## config.mk

```make
export PLATFORM = sky130hd
export DESIGN_NAME = csmm_queue
export DESIGN_NICKNAME = d
export VERILOG_FILES = /design/src/csmm_pkg.sv /design/src/csmm_queue.sv
export SDC_FILE = /design/constraint.sdc
export NUM_CORES = 1
export LEC_CHECK = 0
export BUFFER_PORTS_ARGS = -buffer_cell sky130_fd_sc_hd__buf_2
export CAP_MARGIN = 20
export CORE_ASPECT_RATIO = 1.5
export CORE_UTILIZATION = 40
export CTS_BUF_LIST = sky130_fd_sc_hd__clkbuf_2
export CTS_CLUSTER_SIZE = 14
export DETAILED_ROUTE_END_ITERATION = 6
export PLACE_DENSITY_LB_ADDON = 0.3
export SLEW_MARGIN = 10
export SYNTH_ARGS = -nofsm -noshare
export SYNTH_HDL_FRONTEND = slang
export SYNTH_SLANG_ARGS = --single-unit
```

## constraint.sdc

```tcl
create_clock -name clk -period 5.3 [get_ports clk]
set_clock_uncertainty 0.15 [all_clocks]
set_input_delay 1.06 -clock clk [delete_from_list [all_inputs] [get_ports clk]]
set_output_delay 1.06 -clock clk [all_outputs]
set_load 0.01 [all_outputs]
```

## src/csmm_pkg.sv

```systemverilog
package csmm_pkg;

  // Field widths of one request and one result.
  localparam int TYPE_W = 2;
  localparam int ROW_W = 7;
  localparam int COL_W = 6;
  localparam int SLOT_W = 10;
  localparam int PTR_W = 11;
  localparam int DATA_W = 32;
  localparam int OUT_IDX_W = 6;
  localparam int ACC_W = 64;
  localparam int FRAC_W = 16;

  // Request kinds; the encoding matches the req_type field.
  typedef enum logic [TYPE_W-1:0] {
    OP_LD_PTR   = 2'd0,
    OP_LD_NZ    = 2'd1,
    OP_LD_DENSE = 2'd2,
    OP_MAC      = 2'd3
  } cmd_op_t;

  // One classified command as it travels from the front end to the engine.
  typedef struct packed {
    cmd_op_t                  op;
    logic [ROW_W-1:0]         row;
    logic [COL_W-1:0]         col;
    logic [SLOT_W-1:0]        slot;
    logic [PTR_W-1:0]         pointer;
    logic signed [DATA_W-1:0] data;
  } cmd_t;

endpackage

```

## src/csmm_queue.sv

```systemverilog
module csmm_queue #(
  parameter int DEPTH = 4
) (
  input  logic           clk,
  input  logic           rst,
  input  logic           push,
  input  csmm_pkg::cmd_t push_cmd,
  output logic           full,
  input  logic           pop,
  output logic           valid,
  output csmm_pkg::cmd_t head
);

  localparam int AW = (DEPTH > 1) ? $clog2(DEPTH) : 1;
  localparam int CW = $clog2(DEPTH + 1);

  csmm_pkg::cmd_t entries [DEPTH];
  logic [AW-1:0]  wr_ptr;
  logic [AW-1:0]  rd_ptr;
  logic [CW-1:0]  count;
  logic           do_push;
  logic           do_pop;

  assign full    = count == CW'(DEPTH);
  assign valid   = count != '0;
  assign head    = entries[rd_ptr];
  assign do_push = push && !full;
  assign do_pop  = pop && valid;

  // Pointer and occupancy bookkeeping.
  always_ff @(posedge clk) begin
    if (rst) begin
      wr_ptr <= '0;
      rd_ptr <= '0;
      count  <= '0;
    end else begin
      if (do_push) begin
        wr_ptr <= (wr_ptr == AW'(DEPTH - 1)) ? '0 : wr_ptr + 1'b1;
      end
      if (do_pop) begin
        rd_ptr <= (rd_ptr == AW'(DEPTH - 1)) ? '0 : rd_ptr + 1'b1;
      end
      if (do_push && !do_pop) begin
        count <= count + 1'b1;
      end else if (do_pop && !do_push) begin
        count <= count - 1'b1;
      end
    end
  end

  // Entry storage.
  always_ff @(posedge clk) begin
    if (do_push) begin
      entries[wr_ptr] <= push_cmd;
    end
  end

endmodule

```

==> results of run 1 <==
## cells by family after synthesis
kind of cell	count (synthesis)	share of synthesized area [%]
compound gates	7	0.437
xor+xnor	2	0.170
fa+ha+maj	7	0.923
buf+inv	23	1.59
flops	281	81.0
mux	70	15.1
simple gates	16	0.837
## report_power, final
group          internal [mW]  total, mW  switching, mW
Combinational          0.549       1.09          0.542
Clock                  0.488       1.26          0.769
Sequential              2.69       2.82          0.130
## metal layers
metal | share of wire [%] | global-route usage, % | wire (µm)
met1 | 36 | 15.0 | 6730
met2 | 56 | 27.4 | 10600
met3 | 5.7 | 4.41 | 1070
met4 | 2.3 | 7.07 | 438
met5 | 0.058 | 0 | 11
## stage by stage
stage | util (%) | setup slack, ps | hold slack [ps] | instances | total power [mW]
after floorplan | - | 2010 | 313 | 406 | 3.59
after global placement | 44.9 | 2150 | 338 | 858 | 3.96
after detailed placement | 44.9 | 2170 | 344 | 858 | 3.99
after CTS | 47.0 | 1180 | 124 | 966 | 5.26
after global routing | 47.3 | 1080 | 141 | 970 | 5.45
final | 47.3 | 1360 | 272 | 970 | 5.16
## final timing paths
path / start / to / slack [ps]
worst max register to register: count[0] / count[2] / 2720
worst min register to register: rd_ptr[0] / flip-flop / 360
worst min-delay path: push_cmd[29] / entries[3][29] / 270
worst max-delay path: flip-flop / head[51] / 1360
## critical path: cells and delay by family, from the launching register on
| kind | cells | cell delay, ps |
|---|---|---|
| buf+inv | 2 | 520 |
| flops | 1 | 700 |
| mux | 1 | 590 |
## area by class of cell
cell class,count,area [µm²],area share [%]
diodes,1,2.50,0.0210
clock buffers,87,435,3.65
clock inverters,21,108,0.901
inverters,5,18.8,0.157
multi-input cells,102,1820,15.2
flip-flops and latches,281,8360,70.0
well taps,328,410,3.44
repair buffers,145,793,6.64
## registers in the layout, indices dropped and copies added, names as in the netlist, named ones only
name / flops
count: 3
entries: 272
rd_ptr: 2
wr_ptr: 2
## cell usage after synthesis, types with 2 or more instances
cell type	instances	area [µm²]
o21ai_0	2	10.0
mux4_2	68	1530
xor2_1	2	17.5
buf_4	4	30.0
edfxtp_1	272	8170
buf_2	5	25.0
and3_1	4	25.0
dfxtp_1	9	180
mux2i_1	2	20.0
buf_12	3	60.1
nand3_1	2	10.0
a21oi_1	3	15.0
or3_1	3	18.8
ha_1	6	75.1
clkbuf_1	5	18.8
nor2_1	4	15.0
inv_1	4	15.0
==> results_dict.tcl, run 1 <==
set metrics [dict create \
    grt_pass1_wl_um 29100 \
    io_buffers 141 \
    gp_congestion 0.692 \
    ys_warn_count 0 \
    vias_per_cell 5.01 \
    clk_latency_ps 830 \
    syn_inst 406 \
    setup_viol 0 \
    path_clk_slew_ps 110 \
    hold_viol 0 \
    die_area_mm2 0.0264 \
    dr_total_vias 4862 \
    rsz0062_at_grt "false" \
    fin_nets 674 \
    drive_gt1_share_pct 48.5 \
    die_x_um 133 \
    yosysSeqAreaShare_pct 81.0 \
    cts_tree "built" \
    maxCapViolCount 0 \
    ctsHoldBuffers 0 \
    crit_arrival_ps 2730 \
    final_common_cell "edfxtp_1" \
    async_reset_ff_share_pct 0 \
    cts_made_buffers 60 \
    p_leak_nw 4.08 \
    fin_tns_setup_ps 0 \
    synth_edf_count 272 \
    coreArea_mm2 0.0252 \
    drt_iter0_drc 191 \
    avgSynthCellArea_um2 25.4 \
    whs_path_depth 1 \
    firstDrtPassIters 4 \
    crit_path_end_kind "output port" \
    r2r_cells 7 \
    grt_max_degree 69 \
    crit_chain "buf_12, mux4_2, buf_2" \
    synth_ff_type "edfxtp_1" \
    synth_nets 485 \
    post_drt_wl_per_cell_um 19.4 \
    ctsResizeCount 0 \
    cp_slowest_cell "dfxtp_4" \
    yosysUniqueCellTypes 25 \
    vdd_ir_drop_max_v 0.000287 \
    antenna_found_initial 2 \
    cts_setup_buffers 0 \
    n_fill_cell 2172 \
    relSlewSlack_pct 28.5 \
    final_area_mm2 0.0119 \
    hold_class "input pin to flip-flop" \
    powerDensity_mw_per_mm2 433 \
    postPlaceCellArea_mm2 0.0113 \
    worst_setup_path_start_kind "flip-flop" \
    layout_common_cells "272 x edfxtp_1, 141 x buf_2, 87 x clkbuf_2" \
    dpl.hpwl_um 10900 \
    initial_utilization_pct 40.9 \
    drv_slew 0 \
    yosys_register_bits 281 \
    status "finished clean" \
    ctsRootBufferMaster "clkbuf_2" \
    fin_crit_sh_pct 74.3 \
    cp_slowest_stage_delay_ps 700 \
    clock-sinks 281 \
    criticalPathCategory "flip-flop to output port" \
    wl_um 18800 \
    drc_errors 0 \
    area_growth_pct 15.8 \
    clock_path_buffers 3 \
    period_needed_ps 3940 \
    grt_remaining_overflow 0 \
    ant_nets 0 \
    fp-row-count 71 \
    crit_required_ps 4090 \
    max_freq_mhz 254 \
    io_pins 142 \
    crit_fanout 45 \
    track_usage_pct 14.8 \
    die_h_um 199 \
    htree_levels 2 \
    grt_pass1_vias 5551 \
    syn_area_mm2 0.0103 \
    tightest_slew_ps 1070 \
]
Note: power is estimated with default switching activity, not from simulation.
==> inputs of run 2 (changes only) <==
clock period = 4.07 ns   (was 5.3 ns; I/O delays follow)
==> results_dict.tcl, run 2 (synthesis gave the netlist of run 1 again) <==
set metrics [dict create \
    status "finished clean" \
    die_area_mm2 0.0264 \
    largest_register "entries" \
    htree_levels 3 \
    crit_path_end_kind "output port" \
    met1_length_um 7460 \
    drc_errors 0 \
    die_x_um 133 \
    stdcell_count 1037 \
    dpl.hpwl_um 10900 \
    post-place-ws_ps 1160 \
    worst_setup_path_start_kind "flip-flop" \
    setup_viol 0 \
    cp_slowest_stage_delay_ps 660 \
    max_freq_mhz 273 \
    p_switching_mw 1.93 \
    whs_path_depth 1 \
    grt_max_degree 69 \
    crit_buf_inv 2 \
    p_leak_nw 4.36 \
    fin_crit_sh_pct 90.1 \
    layout_setup_ws_ps 405 \
    area_growth_pct 21.9 \
    final_common_cell "edfxtp_1" \
    cp_slowest_cell "dfxtp_4" \
    power_frac_comb_pct 22.0 \
    postPlaceCellArea_mm2 0.0113 \
    crit_arrival_ps 2700 \
    min_from "push_cmd[8]" \
    gp_congestion 0.686 \
    dr_total_vias 5070 \
    largest_reg_flops 272 \
    hold_class "input pin to flip-flop" \
    crit_family "flip-flops" \
    ctsRootBufferMaster "clkbuf_2" \
    fp-row-count 71 \
    clk_latency_ps 800 \
    crit_chain "buf_4, mux4_2, buf_2" \
    worstSetupPathDepth 3 \
    track_usage_pct 15.2 \
    crit_required_ps 3110 \
    firstDrtPassIters 4 \
    final_area_mm2 0.0126 \
    rsz0062_at_grt "false" \
    cts_setup_buffers 0 \
    rrSetupSlack_ps 1490 \
    tightest_slew_ps 1080 \
    vias_per_cell 4.89 \
    wl_met2_um 10400 \
    r2r_cells 7 \
    period_needed_ps 3670 \
    largest_registers "entries (272), count (3)" \
    path_clk_slew_ps 100 \
    cts_made_buffers 66 \
    die_h_um 199 \
    drt_iter0_drc 278 \
    p_int_mw 4.94 \
    initial_utilization_pct 40.9 \
    maxCapViolCount 0 \
    power.share.switching_pct 28.1 \
    drv_slew 0 \
    antenna_found_initial 1 \
    cts_tree "built" \
    ant_nets 0 \
    grt_remaining_overflow 0 \
    r2r_end "count[2]" \
    relSlewSlack_pct 27.8 \
    wl_um 19300 \
    timing.hold.ws_ps 118 \
    hold_end "entries[3][8]" \
    grt_pass1_vias 5624 \
    clock-sinks 281 \
    io_pins 142 \
    r2r-start "count[0]" \
    vdd_ir_drop_max_v 0.000370 \
    hold_viol 0 \
    drive_gt1_share_pct 45.5 \
    clkPwrFrac_pct 25.0 \
    seqPwrFrac_pct 53.0 \
    fin_tns_setup_ps 0 \
    top_layer_used "met4" \
    coreArea_mm2 0.0252 \
    crit_fanout 22 \
    io_buffers 141 \
    layout_common_cells "272 x edfxtp_1, 141 x buf_2, 93 x clkbuf_2" \
    fin_nets 739 \
    routed-wl-met3_um 1020 \
    post_drt_wl_per_cell_um 18.7 \
    clock_path_buffers 3 \
    grt_pass1_wl_um 29500 \
    dp_cells 861 \
    powerDensity_mw_per_mm2 547 \
    criticalPathCategory "flip-flop to output port" \
]
## run 2: cell types whose count changed in the layout (fill, tap and decap cells not counted), sizes merged
cell         previous run  this run
dlygate4sd3             0        56
clkbuf                 87        93
buf                   145       148
inv                     5         8
clkinv                 20        18
clkinvlp                0         1
## run 2: metal layers
metal	vias to the layer above	track usage [%]
met5	-	0
met4	0	7.36
met3	34	4.41
met2	140	27.1
met1	2616	16.5
li1	2280	-
## run 2: layout make-up
type                       count  area [µm²]
multi-input combinational    102        1820
clock inverter                23         116
tap                          328         410
sequential                   281        8360
timing repair buffer         204        1380
clock buffer                  93         465
inverter                       5        18.8
antenna                        1        2.50
fill                        2154       12700
## run 2: what timing repair did
item,in CTS,in global routing
endpoints found under the hold margin,206,0
gates resized for setup,0,0
hold buffers,56,0
## run 2: per-stage QoR
step           power (mW)  utilization, %
3_5_place_dp         5.21            45.0
2_1_floorplan        4.67               -
5_1_grt              7.25            49.8
3_3_place_gp         5.16            45.0
4_1_cts              6.98            49.5
6_report             6.87            49.8
## run 2: worst reg2reg max path, stage by stage (launching register included)
cell and delay (ps):
dfxtp_1 380, o31ai_1 570, ha_1 300, inv_1 70, fa_1 370, xor2_1 180, or3_1 300, a21oi_1 170
## run 2: power by group through the flow
stage	clock, mW	combinational, mW	sequential, mW
3_5_place_dp	0	1.48	3.73
6_report	1.72	1.51	3.64
5_1_grt	1.93	1.64	3.68
4_1_cts	1.79	1.53	3.67
3_3_place_gp	0	1.45	3.71
2_1_floorplan	0	1.05	3.62
## run 2: worst max-delay path by stage
| stage | slack (ps) | to |
|---|---|---|
| 6_report | 400 | head[57] |
| 5_1_grt | 130 | head[8] |
| 4_1_cts | 220 | head[17] |
| 3_5_place_dp | 1160 | head[17] |
| 3_3_place_gp | 1180 | head[17] |
| 2_1_floorplan | 1030 | entries[0][0] |
==> inputs of run 3 (changes only) <==
CELL_PAD_IN_SITES_DETAIL_PLACEMENT = 1   (was not set)
CELL_PAD_IN_SITES_GLOBAL_PLACEMENT = 2   (was not set)
CORE_MARGIN = 3   (was not set)
clock period = 4.66 ns   (was 4.07 ns; I/O delays follow)
==> results_dict.tcl, run 3 (synthesis gave the netlist of run 1 again) <==
set metrics [dict create \
    status "finished clean" \
    clk_latency_ps 770 \
    grt_remaining_overflow 0 \
    layout_setup_ws_ps 820 \
    ctsHoldBuffers 0 \
    layout_common_cells "272 x edfxtp_1, 141 x buf_2, 93 x clkbuf_2" \
    largest_registers "entries (272), count (3)" \
    cts_made_buffers 66 \
    max_freq_mhz 260 \
    criticalPathCategory "flip-flop to output port" \
    ant_nets 0 \
    initial_utilization_pct 40.9 \
    drc_errors 0 \
    crit_chain "buf_4, mux4_2, buf_2" \
    hold_class "input pin to flip-flop" \
    die_x_um 137 \
    largest_reg_flops 272 \
    drv_slew 0 \
    min_from "push_cmd[19]" \
    htree_levels 3 \
    cp_slowest_stage_delay_ps 820 \
    vdd_ir_drop_max_v 0.000255 \
    tightest_slew_ps 1040 \
    crit_fanout 32 \
    cts_setup_buffers 0 \
    grt_max_degree 69 \
    relSlewSlack_pct 30.9 \
    p_leak_nw 4.17 \
    final_common_cell "edfxtp_1" \
    post_drt_wl_per_cell_um 20.3 \
    fin_nets 682 \
    clock-sinks 281 \
    setup_viol 0 \
    post-place-ws_ps 1550 \
    crit_path_end_kind "output port" \
    dpl.hpwl_um 11600 \
    crit_required_ps 3580 \
    worst_setup_path_start_kind "flip-flop" \
    final_area_mm2 0.0121 \
    wl_um 20000 \
    fin_crit_sh_pct 82.4 \
    p_switching_mw 1.69 \
    die_area_mm2 0.0278 \
    rsz0062_at_grt "false" \
    gp_congestion 0.696 \
    timing.hold.ws_ps 210 \
    antenna_found_initial 5 \
    cp_slowest_cell "dfxtp_4" \
    power_frac_comb_pct 20.5 \
    crit_family "flip-flops" \
    dp_cells 860 \
    drt_iter0_drc 227 \
    crit_buf_inv 2 \
    largest_register "entries" \
    grt_pass1_wl_um 30700 \
    maxCapViolCount 0 \
    dr_total_vias 4864 \
    cts_tree "built" \
    drive_gt1_share_pct 50.1 \
    io_pins 142 \
    firstDrtPassIters 4 \
    area_growth_pct 17.3 \
    track_usage_pct 14.7 \
    crit_arrival_ps 2760 \
    die_h_um 203 \
    vias_per_cell 4.95 \
    clock_path_buffers 3 \
    stdcell_count 982 \
    hold_viol 0 \
    io_buffers 141 \
    multi_input_area_mm2 0.00182 \
    postPlaceCellArea_mm2 0.0114 \
    power.share.switching_pct 27.5 \
    grt_pass1_vias 5630 \
    ctsResizeCount 0 \
    ff_latch_area_mm2 0.00836 \
    r2r-start "count[0]" \
    fin_tns_setup_ps 0 \
    p_int_mw 4.45 \
    fp-row-count 71 \
    powerDensity_mw_per_mm2 508 \
    path_clk_slew_ps 110 \
    n_fill_cell 2407 \
    period_needed_ps 3840 \
    clkPwrFrac_pct 27.1 \
    coreArea_mm2 0.0252 \
    seqPwrFrac_pct 52.4 \
    ctsRootBufferMaster "clkbuf_2" \
]
## run 3: cell type report
type	instances	area share, %
clock buffers	93	3.85
well taps	328	3.40
inverters	5	0.155
flip-flops and latches	281	69.1
diodes	3	0.0621
repair buffers	147	6.79
multi-input cells	102	15.0
clock inverters	23	1.60
## run 3: path summary, 6_finish.rpt
path / end / slack (ps) / depth (start not counted)
max: head[27] / 820 / 3
min: entries[0][19] / 210 / 1
max reg2reg: count[2] / 2050 / 7
min reg2reg: flip-flop / 370 / 2
## run 3: power by group through the flow
stage          Clock, mW  Combinational (mW)  Sequential [mW]
6_report            1.66                1.26             3.22
5_1_grt             1.88                1.37             3.26
4_1_cts             1.75                1.29             3.23
3_5_place_dp           0                1.29             3.29
3_3_place_gp           0                1.25             3.27
2_1_floorplan          0               0.917             3.17
## run 3: metrics by stage
stage / util, % / total power [mW]
4_1_cts: 47.6 / 6.27
2_1_floorplan: - / 4.08
5_1_grt: 47.9 / 6.50
3_3_place_gp: 44.9 / 4.52
6_report: 47.9 / 6.14
3_5_place_dp: 45.0 / 4.58
## run 3: per-layer routing
layer	up-vias	routed length (µm)	GRT usage (%)
li1	2162	-	-
met1	2529	7570	16.7
met2	134	10900	25.7
met3	35	1110	4.19
met4	4	348	6.21
met5	-	36	0
